[src/rtl/core/cfd_pkg.sv]
// ----------------------------------------------------------------------------
// cfd_pkg
// Shared types and constants of the checksummed frame deframer.
// ----------------------------------------------------------------------------
package cfd_pkg;

  localparam logic [7:0] PREAMBLE_BYTE = 8'h00;
  localparam logic [7:0] START_BYTE    = 8'hFF;

  // Parser phase. Codes six and seven are never entered.
  typedef enum logic [2:0] {
    PH_HUNT0  = 3'd0,
    PH_HUNTFF = 3'd1,
    PH_LEN    = 3'd2,
    PH_LCS    = 3'd3,
    PH_DATA   = 3'd4,
    PH_DCS    = 3'd5
  } phase_e;

  typedef enum logic [1:0] {
    KIND_DATA = 2'd0,
    KIND_GOOD = 2'd1,
    KIND_BAD  = 2'd2
  } kind_e;

  typedef struct packed {
    kind_e       kind;
    logic [7:0]  value;
    logic [7:0]  position;
  } result_t;

endpackage

[src/rtl/core/cfd_in_stage.sv]
// ----------------------------------------------------------------------------
// cfd_in_stage
// Input register: captures one received byte per cycle while it is not stalled.
// ----------------------------------------------------------------------------
module cfd_in_stage (
  input  logic       clk_i,
  input  logic       rst_ni,
  input  logic       in_valid_i,
  output logic       in_stall_o,
  input  logic [7:0] rx_byte_i,
  input  logic       advance_i,
  output logic       valid_o,
  output logic [7:0] byte_o
);

  logic       valid_q, valid_d;
  logic [7:0] byte_q;
  logic       load;

  // The register can take a new item when it is empty or drains this cycle.
  assign in_stall_o = valid_q && !advance_i;
  assign load       = in_valid_i && !in_stall_o;
  assign valid_d    = load ? 1'b1 : (advance_i ? 1'b0 : valid_q);

  always_ff @(posedge clk_i or negedge rst_ni) begin
    if (!rst_ni) begin
      valid_q <= 1'b0;
    end else begin
      valid_q <= valid_d;
    end
  end

  always_ff @(posedge clk_i) begin
    if (load) begin
      byte_q <= rx_byte_i;
    end
  end

  assign valid_o = valid_q;
  assign byte_o  = byte_q;

endmodule

[src/rtl/core/cfd_parser.sv]
// ----------------------------------------------------------------------------
// cfd_parser
// Frame state machine: hunts for the start sequence, checks the length,
// streams payload bytes and checks the data checksum.
// ----------------------------------------------------------------------------
module cfd_parser (
  input  logic             clk_i,
  input  logic             rst_ni,
  input  logic             fire_i,
  input  logic [7:0]       byte_i,
  output logic             res_valid_o,
  output cfd_pkg::result_t res_o
);

  cfd_pkg::phase_e phase_q, phase_d;
  logic [7:0]      bytes_left_q, bytes_left_d;
  logic [7:0]      frame_length_q, frame_length_d;
  logic [7:0]      running_sum_q, running_sum_d;
  logic [7:0]      byte_index_q, byte_index_d;
  logic [7:0]      sum_next;
  logic [7:0]      check_want;

  assign sum_next   = running_sum_q + byte_i;
  assign check_want = 8'h00 - frame_length_q;

  always_comb begin
    phase_d         = phase_q;
    bytes_left_d    = bytes_left_q;
    frame_length_d  = frame_length_q;
    running_sum_d   = running_sum_q;
    byte_index_d    = byte_index_q;
    res_valid_o     = 1'b0;
    res_o.kind      = cfd_pkg::KIND_DATA;
    res_o.value     = byte_i;
    res_o.position  = byte_index_q;
    case (phase_q)
      cfd_pkg::PH_HUNTFF: begin
        if (byte_i == cfd_pkg::START_BYTE) begin
          phase_d = cfd_pkg::PH_LEN;
        end else if (byte_i != cfd_pkg::PREAMBLE_BYTE) begin
          phase_d = cfd_pkg::PH_HUNT0;
        end
      end
      cfd_pkg::PH_LEN: begin
        frame_length_d = byte_i;
        phase_d        = cfd_pkg::PH_LCS;
      end
      cfd_pkg::PH_LCS: begin
        // A zero length frame is an acknowledge and is dropped here.
        if (byte_i == check_want && frame_length_q != 8'd0) begin
          phase_d       = cfd_pkg::PH_DATA;
          bytes_left_d  = frame_length_q;
          running_sum_d = 8'd0;
          byte_index_d  = 8'd0;
        end else begin
          phase_d = cfd_pkg::PH_HUNT0;
        end
      end
      cfd_pkg::PH_DATA: begin
        res_valid_o   = 1'b1;
        running_sum_d = sum_next;
        byte_index_d  = byte_index_q + 8'd1;
        if (bytes_left_q <= 8'd1) begin
          bytes_left_d = 8'd0;
          phase_d      = cfd_pkg::PH_DCS;
        end else begin
          bytes_left_d = bytes_left_q - 8'd1;
        end
      end
      cfd_pkg::PH_DCS: begin
        res_valid_o    = 1'b1;
        running_sum_d  = sum_next;
        res_o.kind     = (sum_next == 8'd0) ? cfd_pkg::KIND_GOOD : cfd_pkg::KIND_BAD;
        res_o.value    = frame_length_q;
        res_o.position = 8'd0;
        phase_d        = cfd_pkg::PH_HUNT0;
      end
      default: begin
        phase_d = (byte_i == cfd_pkg::PREAMBLE_BYTE) ? cfd_pkg::PH_HUNTFF
                                                     : cfd_pkg::PH_HUNT0;
      end
    endcase
  end

  always_ff @(posedge clk_i or negedge rst_ni) begin
    if (!rst_ni) begin
      phase_q        <= cfd_pkg::PH_HUNT0;
      bytes_left_q   <= 8'd0;
      frame_length_q <= 8'd0;
      running_sum_q  <= 8'd0;
      byte_index_q   <= 8'd0;
    end else if (fire_i) begin
      phase_q        <= phase_d;
      bytes_left_q   <= bytes_left_d;
      frame_length_q <= frame_length_d;
      running_sum_q  <= running_sum_d;
      byte_index_q   <= byte_index_d;
    end
  end

  // In the payload phase the bytes seen plus the bytes to come make the length.
  a_data_count: assert property (@(posedge clk_i) disable iff (!rst_ni)
    phase_q == cfd_pkg::PH_DATA |-> 8'(byte_index_q + bytes_left_q) == frame_length_q)
    else $error("payload counters disagree with frame length");

  a_data_nonzero: assert property (@(posedge clk_i) disable iff (!rst_ni)
    phase_q == cfd_pkg::PH_DATA |-> bytes_left_q != 8'd0)
    else $error("payload phase with no bytes left");

  a_dcs_ends: assert property (@(posedge clk_i) disable iff (!rst_ni)
    fire_i && phase_q == cfd_pkg::PH_DCS |=> phase_q == cfd_pkg::PH_HUNT0)
    else $error("checksum byte did not end the frame");

endmodule

[src/rtl/core/cfd_out_stage.sv]
// ----------------------------------------------------------------------------
// cfd_out_stage
// Result register: holds one result item until the receiver takes it.
// ----------------------------------------------------------------------------
module cfd_out_stage (
  input  logic             clk_i,
  input  logic             rst_ni,
  input  logic             res_valid_i,
  input  cfd_pkg::result_t res_i,
  output logic             advance_o,
  output logic             out_valid_o,
  input  logic             out_stall_i,
  output cfd_pkg::result_t res_o
);

  logic             valid_q, valid_d;
  cfd_pkg::result_t res_q;

  // The stage moves on when it is empty or its item is taken this cycle.
  assign advance_o = !valid_q || !out_stall_i;
  assign valid_d   = advance_o ? res_valid_i : valid_q;

  always_ff @(posedge clk_i or negedge rst_ni) begin
    if (!rst_ni) begin
      valid_q <= 1'b0;
    end else begin
      valid_q <= valid_d;
    end
  end

  always_ff @(posedge clk_i) begin
    if (advance_o && res_valid_i) begin
      res_q <= res_i;
    end
  end

  assign out_valid_o = valid_q;
  assign res_o       = res_q;

endmodule

[src/rtl/core/checksummed_frame_deframer.sv]
// ----------------------------------------------------------------------------
// checksummed_frame_deframer
// Finds 00..00 FF LEN LCS payload DCS frames in a byte stream and reports
// payload bytes and a good or bad status for every frame with a good, nonzero length.
// ----------------------------------------------------------------------------
// Usage: received bytes enter on in_valid_i / rx_byte_i and are taken at an
// edge where in_valid_i is high and in_stall_o is low. Results leave on
// out_valid_o with kind_o, value_o and position_o, and are taken at an edge
// where out_valid_o is high and out_stall_i is low. Each payload byte comes
// out as one item with its index; the data checksum byte produces one status
// item carrying the frame length. Preamble, length and check bytes produce
// nothing, and frames with a bad length check or zero length vanish silently.
// A result passes through two register stages from port to port, and the block
// takes one byte every cycle while the receiver does not stall: an input
// register feeds the frame state machine, whose result lands in an output
// register.
// When the receiver stalls, the output register holds its item and the input
// register holds one more byte; only when both are full does in_stall_o rise.
// Reset returns the parser to hunting for the first 0x00 and empties both
// registers.
// ----------------------------------------------------------------------------
module checksummed_frame_deframer (
  input  logic       clk_i,
  input  logic       rst_ni,
  input  logic       in_valid_i,
  output logic       in_stall_o,
  input  logic [7:0] rx_byte_i,
  output logic       out_valid_o,
  input  logic       out_stall_i,
  output logic [1:0] kind_o,
  output logic [7:0] value_o,
  output logic [7:0] position_o
);

  logic             advance;
  logic             stage_valid;
  logic [7:0]       stage_byte;
  logic             res_valid;
  cfd_pkg::result_t res;
  cfd_pkg::result_t out_res;

  cfd_in_stage u_in_stage (
    .clk_i      (clk_i),
    .rst_ni     (rst_ni),
    .in_valid_i (in_valid_i),
    .in_stall_o (in_stall_o),
    .rx_byte_i  (rx_byte_i),
    .advance_i  (advance),
    .valid_o    (stage_valid),
    .byte_o     (stage_byte)
  );

  // The parser state moves only when the buffered byte is handed on.
  cfd_parser u_parser (
    .clk_i       (clk_i),
    .rst_ni      (rst_ni),
    .fire_i      (stage_valid && advance),
    .byte_i      (stage_byte),
    .res_valid_o (res_valid),
    .res_o       (res)
  );

  cfd_out_stage u_out_stage (
    .clk_i       (clk_i),
    .rst_ni      (rst_ni),
    .res_valid_i (res_valid && stage_valid),
    .res_i       (res),
    .advance_o   (advance),
    .out_valid_o (out_valid_o),
    .out_stall_i (out_stall_i),
    .res_o       (out_res)
  );

  assign kind_o     = out_res.kind;
  assign value_o    = out_res.value;
  assign position_o = out_res.position;

  // The input side only backs up when a result is held by a stalled receiver.
  a_stall_cause: assert property (@(posedge clk_i) disable iff (!rst_ni)
    in_stall_o |-> out_valid_o && out_stall_i)
    else $error("input stalled without a blocked result");

endmodule
[config.mk]
export PLATFORM = sky130hd
export DESIGN_NAME = checksummed_frame_deframer
export DESIGN_NICKNAME = d
export VERILOG_FILES = /design/src/rtl/core/cfd_pkg.sv /design/src/rtl/core/cfd_in_stage.sv /design/src/rtl/core/cfd_parser.sv /design/src/rtl/core/cfd_out_stage.sv /design/src/rtl/core/checksummed_frame_deframer.sv
export SDC_FILE = /design/constraint.sdc
export NUM_CORES = 1
export LEC_CHECK = 0
export ABC_AREA = 1
export ABC_CLOCK_PERIOD_IN_PS = 3600
export BUFFER_PORTS_ARGS = -buffer_cell sky130_fd_sc_hd__buf_4
export CAP_MARGIN = 20
export CORE_ASPECT_RATIO = 0.7
export CORE_UTILIZATION = 60
export DETAILED_ROUTE_END_ITERATION = 8
export GPL_TIMING_DRIVEN = 0
export MAX_ROUTING_LAYER = met4
export PLACE_DENSITY = 0.79
export SYNTH_ARGS = -nofsm -noshare
export SYNTH_HDL_FRONTEND = slang
export SYNTH_SLANG_ARGS = --single-unit
[constraint.sdc]
create_clock -name clk_i -period 3.6 [get_ports clk_i]
set_input_delay 0.54 -clock clk_i [delete_from_list [all_inputs] [get_ports clk_i]]
set_output_delay 0.54 -clock clk_i [all_outputs]
set_load 0.01 [all_outputs]
Yosys cells after proc, flatten, opt, wreduce, memory -nomap -nowiden
Index checks and enable logic that the tools add are counted.
{"block": "totals", "ff_bits": 63, "elab_cells": 66, "out_inout_bits": 20}
{"block": "classes", "n_eq_ne": 10, "n_mux": 17, "n_reduce_logical": 23, "n_lt_le_gt_ge": 1, "add_sub_neg": 4}
{"operator": "8-bit case mux with 2 select lines", "n": 3}
{"operator": "8-bit 2-to-1 mux", "n": 3}
{"operator": "8-bit zero test", "n": 2}
{"operator": "16-bit 2-to-1 mux", "n": 1}
{"operator": "8-bit nonzero test", "n": 2}
{"operator": "3-bit case mux with 5 select lines", "n": 1}
{"operator": "3-bit 2-to-1 mux", "n": 4}
{"operator": "3-bit AND reduction", "n": 3}
{"operator": "8-bit by 1-bit adder with 8-bit output, second input constant", "n": 1}
{"operator": "8-bit adder", "n": 1}
{"operator": "8-bit equality test", "n": 1}
{"operator": "8-bit equality test, second input constant", "n": 1}
{"operator": "8-bit by 1-bit less-or-equal comparator with 1-bit output, second input constant", "n": 1}
{"operator": "1-bit by 8-bit subtractor with 8-bit output, first input constant", "n": 1}
{"operator": "8-bit by 1-bit subtractor with 8-bit output, second input constant", "n": 1}
{"operator": "3-bit by 2-bit equality test with 1-bit output, second input constant", "n": 2}
{"operator": "3-bit equality test, second input constant", "n": 2}
{"operator": "1-bit logical AND", "n": 6}
{"operator": "2-bit nonzero test", "n": 3}
{"operator": "1-bit zero test", "n": 4}
{"operator": "1-bit 2-to-1 mux", "n": 4}
{"operator": "2-bit by 1-bit != test with 1-bit output, second input constant", "n": 2}
{"operator": "3-bit by 1-bit equality test with 1-bit output, second input constant", "n": 1}
{"operator": "3-bit by 1-bit != test with 1-bit output, second input constant", "n": 1}
{"operator": "4 further kinds", "n": 4}

Depth between registers and ports, before layout
{"block": "depth", "word_depth": 7, "ltp_mapped": 15, "mapped_depth_nobuf": 14}

Modules after synthesis
Synthesis repeated with hierarchy kept, for this count alone.
{"block": "hier_totals", "cells_unflattened": 433, "area_unflattened_um2": 3552.2}
{"mod": "cfd_parser", "instances": 1, "area_per_inst_um2": 2657.5, "seq_area_each_um2": 875.8, "cells_per_inst": 391}
{"mod": "cfd_out_stage", "instances": 1, "area_per_inst_um2": 581.8, "seq_area_each_um2": 565.5, "cells_per_inst": 23}
{"mod": "cfd_in_stage", "instances": 1, "area_per_inst_um2": 297.8, "seq_area_each_um2": 265.3, "cells_per_inst": 15}
{"mod": "checksummed_frame_deframer", "instances": 1, "area_per_inst_um2": 15.0, "seq_area_each_um2": 0.0, "cells_per_inst": 4}

Worst setup path before layout
Ideal clock, no wire load.
{"block": "synth_path", "path_type": "input-to-reg", "startpoint": "input out_stall_i", "endpoint": "register u_parser.running_sum_q[2]", "slack_ps": 1431, "arrival_time_ps": 2085, "cell_stages": 5, "cell_sequence": "nand2_1 nand2_1 nor2_1 inv_1 o21ai_0"}
{"block": "synth_between", "elab_chain_cells": 4}
{"element": "start: declaration", "line": "checksummed_frame_deframer.sv:29", "rtl": "input logic out_stall_i,"}
{"element": "1-bit zero test", "line": "cfd_out_stage.sv:20", "rtl": "assign advance_o = !valid_q || !out_stall_i;"}
{"element": "1-bit logical OR", "line": "cfd_out_stage.sv:20"}
{"element": "1-bit logical AND", "line": "checksummed_frame_deframer.sv:57", "rtl": ".fire_i (stage_valid && advance),"}
{"element": "3-bit AND reduction (no line)"}
{"element": "end signal: assignment", "line": "cfd_parser.sv:96", "rtl": "running_sum_q <= running_sum_d;"}
{"element": "end: declaration", "line": "cfd_parser.sv:18", "rtl": "logic [7:0] running_sum_q, running_sum_d;"}
Every way passes these cells.
A chain may end at the register's enable or synchronous reset.

Final worst setup path
{"block": "layout_path", "startpoint": "register u_in_stage.byte_q[1], in the netlist u_in_stage.byte_o[1]", "endpoint": "register u_out_stage.res_q, in the netlist u_out_stage.res_o[17], data pin"}
{"block": "layout_between", "elab_chain_cells": 3}
{"element": "start: declaration", "line": "cfd_in_stage.sv:17", "rtl": "logic [7:0] byte_q;"}
{"element": "start signal: assignment", "line": "cfd_in_stage.sv:35", "rtl": "byte_q <= rx_byte_i;"}
{"element": "8-bit adder", "line": "cfd_parser.sv:23", "rtl": "assign sum_next = running_sum_q + byte_i;"}
{"element": "8-bit zero test", "line": "cfd_parser.sv:73", "rtl": "res_o.kind = (sum_next == 8'd0) ? cfd_pkg::KIND_GOOD : cfd_pkg::KIND_BAD;"}
{"element": "2-bit 2-to-1 mux", "line": "cfd_parser.sv:73"}
{"element": "end signal: assignment", "line": "cfd_out_stage.sv:33", "rtl": "res_q <= res_i;"}
{"element": "end: declaration", "line": "cfd_out_stage.sv:17", "rtl": "cfd_pkg::result_t res_q;"}
Every way passes these cells.

==> results.toml <==
[outcome]
status = "complete, no violations"

[timing]
worst_slew_pin_slew_ns = 0.4962
slew_viol_final = 0
rsz0062_at_grt = "no"
fin_crit_ns = 2.290
tns_ns = 0
clock.fmax_mhz = 436.6
slew_headroom_pct = 66.92
setup_viol = 0
fin_crit_sh_pct = 63.62
hold_viol = 0
fin_skew_ns = 0.005787

[finish]
final_nets = 502
diodes = 0
drive_gt1_share_pct = 12.42
area_delta_synth_final_pct = 16.32

[synthesis]
synthSimpleGateAreaFrac_pct = 27.61
synth.mux.area_fraction_pct = 0
postSynthCellCount = 435
ys_warn_count = 0
synth_compound_area_share_pct = 7.168
synth_top_area_share_pct = 26.26
syn_avg_cell_area_sq_um = 8.105
synth_top_family_by_area = "simple AND/OR/NAND/NOR gates"
synthesis.nets = 459
synth_commonest_cells = "136 x nand2_1, 53 x inv_1, 38 x nand3_1"
async_reset_ff_share_pct = 58.73
netlist_area_sq_um = 3526
synth-xor-area-share_pct = 4.720
synth_fa_ha_area_share_pct = 4.471
synth_cell_type_count = 29
synth_edf_count = 26
ys.flop_type = "dfrtp_1"
yosysMostFrequentCell = "nand2_1"
synth_area_leaders = "dfrtp_1 26%, edfxtp_1 22%, nand2_1 14%"
ys_seq_area_share_pct = 48.40
synth_top_area_cell = "dfrtp_1"
synth_seq_cells = 63

[detailed_routing]
detail_route.wirelength_um = 7902
dr.pass1.iters = 4
routed-via-count = 3044
wire_per_inst_um = 14.24
viasPerCell = 5.485
drtAntennaViolNets = 0
drt_iter0_drc = 308
post-route-drc-count = 0

[min_path]
min_path_type = "primary input to asynchronous set/reset pin"

[critical_path]
path_max_fanout = 5
rrSetupSlack_ns = 1.31
required_ns = 3.69
cp.buffers_inverters = 1
start_kind = "register"
critPathTopFamily = "simple AND/OR/NAND/NOR gates"
cp_slowest_cell = "fa_1"
cp_data_arrival_time_ns = 2.38
crit_type = "register to register"
crit_chain = "inv_1, fa_1, nand3b_1, nand2_1, nand2_1, nand2_1, a21o_1, nand2_1, nand2_1, nand3_1, nor2_1, nor2_1"
cp_common_cell = "nand2_1"
max_stage_delay_ns = 0.49
end_kind = "register"

[power_and_ir_drop]
p_leak_nw = 2.092
finalPower_w = 0.003230
ir_worst_vdd_v = 0.0005321
p_per_area_nw_per_um2 = 787.4

[clock_network]
postCtsSetupBuffers = 0
cts_sinks = 63
worstSkewPairLatency_ns = 0.34
htreeDepth = 3
post_cts_resized = 0
cts_buffer_depth = 2
cts_tree = "built"
numCtsBuffers = 9
root_buffer = "clkbuf_8"
clk_pin_slew_ns = 0.07
cts_hold_buf = 0

[global_routing]
antenna_found_initial = 0
grt_use_total_pct = 29.40
grt-ovfl-total = 0
grt_pass1_wl_um = 13020
grt_pass1_vias = 2745
grt_max_degree = 38

[floorplan]
die_w_um = 93.63
die_height_um = 66.14
core_area_sq_um = 5450
ios = 32
row_count = 22
dieArea_sq_um = 6192
start_util_pct = 64.69

[placement]
dpl.hpwl_um = 5856
place_congestion = 0.8948
io_buffers = 31

[flow_run]
max-cap-violations = 0
-- worst reg2reg max path, delay by kind of cell, from the launching register on --
family	cells	cell delay (ns)
AND/OR/NAND/NOR	9	0.82
AO/OA/AOI/OAI	1	0.12
buffers and inverters	1	0.17
adder cells (fa/ha/maj)	1	0.49
flip-flops	1	0.46
-- path summary, 6_finish.rpt --
check                      cells after the start                    endpoint                      start
min reg2reg                                    2   u_parser.running_sum_q[0]  u_parser.running_sum_q[0]
max in group asynchronous                      1         u_parser.phase_q[0]                     rst_ni
max reg2reg                                   12       u_out_stage.res_o[17]       u_in_stage.byte_o[1]
max                                           12       u_out_stage.res_o[17]       u_in_stage.byte_o[1]
min                                            1  u_parser.frame_length_q[1]                     rst_ni
min in group clk_i                             1        u_in_stage.byte_o[5]               rx_byte_i[5]
-- per-stage QoR --
| step | util (%) | area, sq um | std cells | hold slack, ns | worst slack [ns] |
|---|---|---|---|---|---|
| 2_1_floorplan | - | 3526 | 435 | 0.2444 | 1.431 |
| 3_3_place_gp | 70.62 | 3849 | 538 | 0.4585 | 0.7110 |
| 3_5_place_dp | 70.94 | 3866 | 539 | 0.4685 | 1.345 |
| 4_1_cts | 75.25 | 4101 | 555 | 0.1877 | 1.329 |
| 5_1_grt | 75.25 | 4101 | 555 | 0.2095 | 1.158 |
| 6_report | 75.25 | 4101 | 555 | 0.1523 | 1.310 |
-- registers in the layout, summed over array words and instances, names as in the netlist --
name / cells
u_in_stage.byte_o: 8
u_in_stage.valid_o: 1
u_parser.bytes_left_q: 8
u_parser.running_sum_q: 8
u_parser.byte_index_q: 8
u_out_stage.out_valid_o: 1
u_parser.frame_length_q: 8
u_parser.phase_q: 3
u_out_stage.res_o: 18
-- final cells by class --
type	count	area, sq um
sequential	63	1707
multi-input combinational	307	1553
fill	412	1349
timing repair buffer	32	247.7
inverter	57	214.0
clock buffer	10	127.6
clock inverter	6	107.6
tap	72	90.09
buffer	8	55.05
-- layout by cell type, fill, tap and decap left out, types with 3 or more instances in the layout --
master / n
nand3b_1: 3
ha_1: 11
bufinv_16: 3
buf_4: 31
clkbuf_8: 10
dfrtp_1: 37
xnor2_1: 7
nand4_1: 7
o22ai_1: 8
nand2_1: 136
inv_2: 3
xor2_1: 12
nor3_1: 6
nor2_1: 31
a21oi_1: 6
edfxtp_1: 26
nor2_2: 4
nand3_1: 38
inv_1: 53
clkbuf_1: 6
o21ai_0: 27
-- kinds of logic (layout without fill, tap and decap cells) --
group	count (synthesis)	in the layout
XOR/XNOR	19	19
adder cells (fa/ha/maj)	12	12
flip-flops	63	63
AO/OA/AOI/OAI	46	46
AND/OR/NAND/NOR	230	230
buffers and inverters	65	113
-- power by group --
group | internal [W] | switching [W] | total, W
Sequential | 0.000938 | 0.000177 | 0.00112
Clock | 0.000459 | 0.000275 | 0.000734
Combinational | 0.000522 | 0.000858 | 0.00138
Total | 0.00192 | 0.00131 | 0.00323
-- per-layer routing --
layer | global-route usage (%) | wire length (um) | up-vias
met4 | 9.808 | 149 | 0
met1 | 41.20 | 3781 | 1390
met3 | 5.632 | 637 | 20
met2 | 43.47 | 3335 | 131
li1 | - | - | 1503
met5 | - | 0 | -
Note: power is estimated with default switching activity, not from simulation.
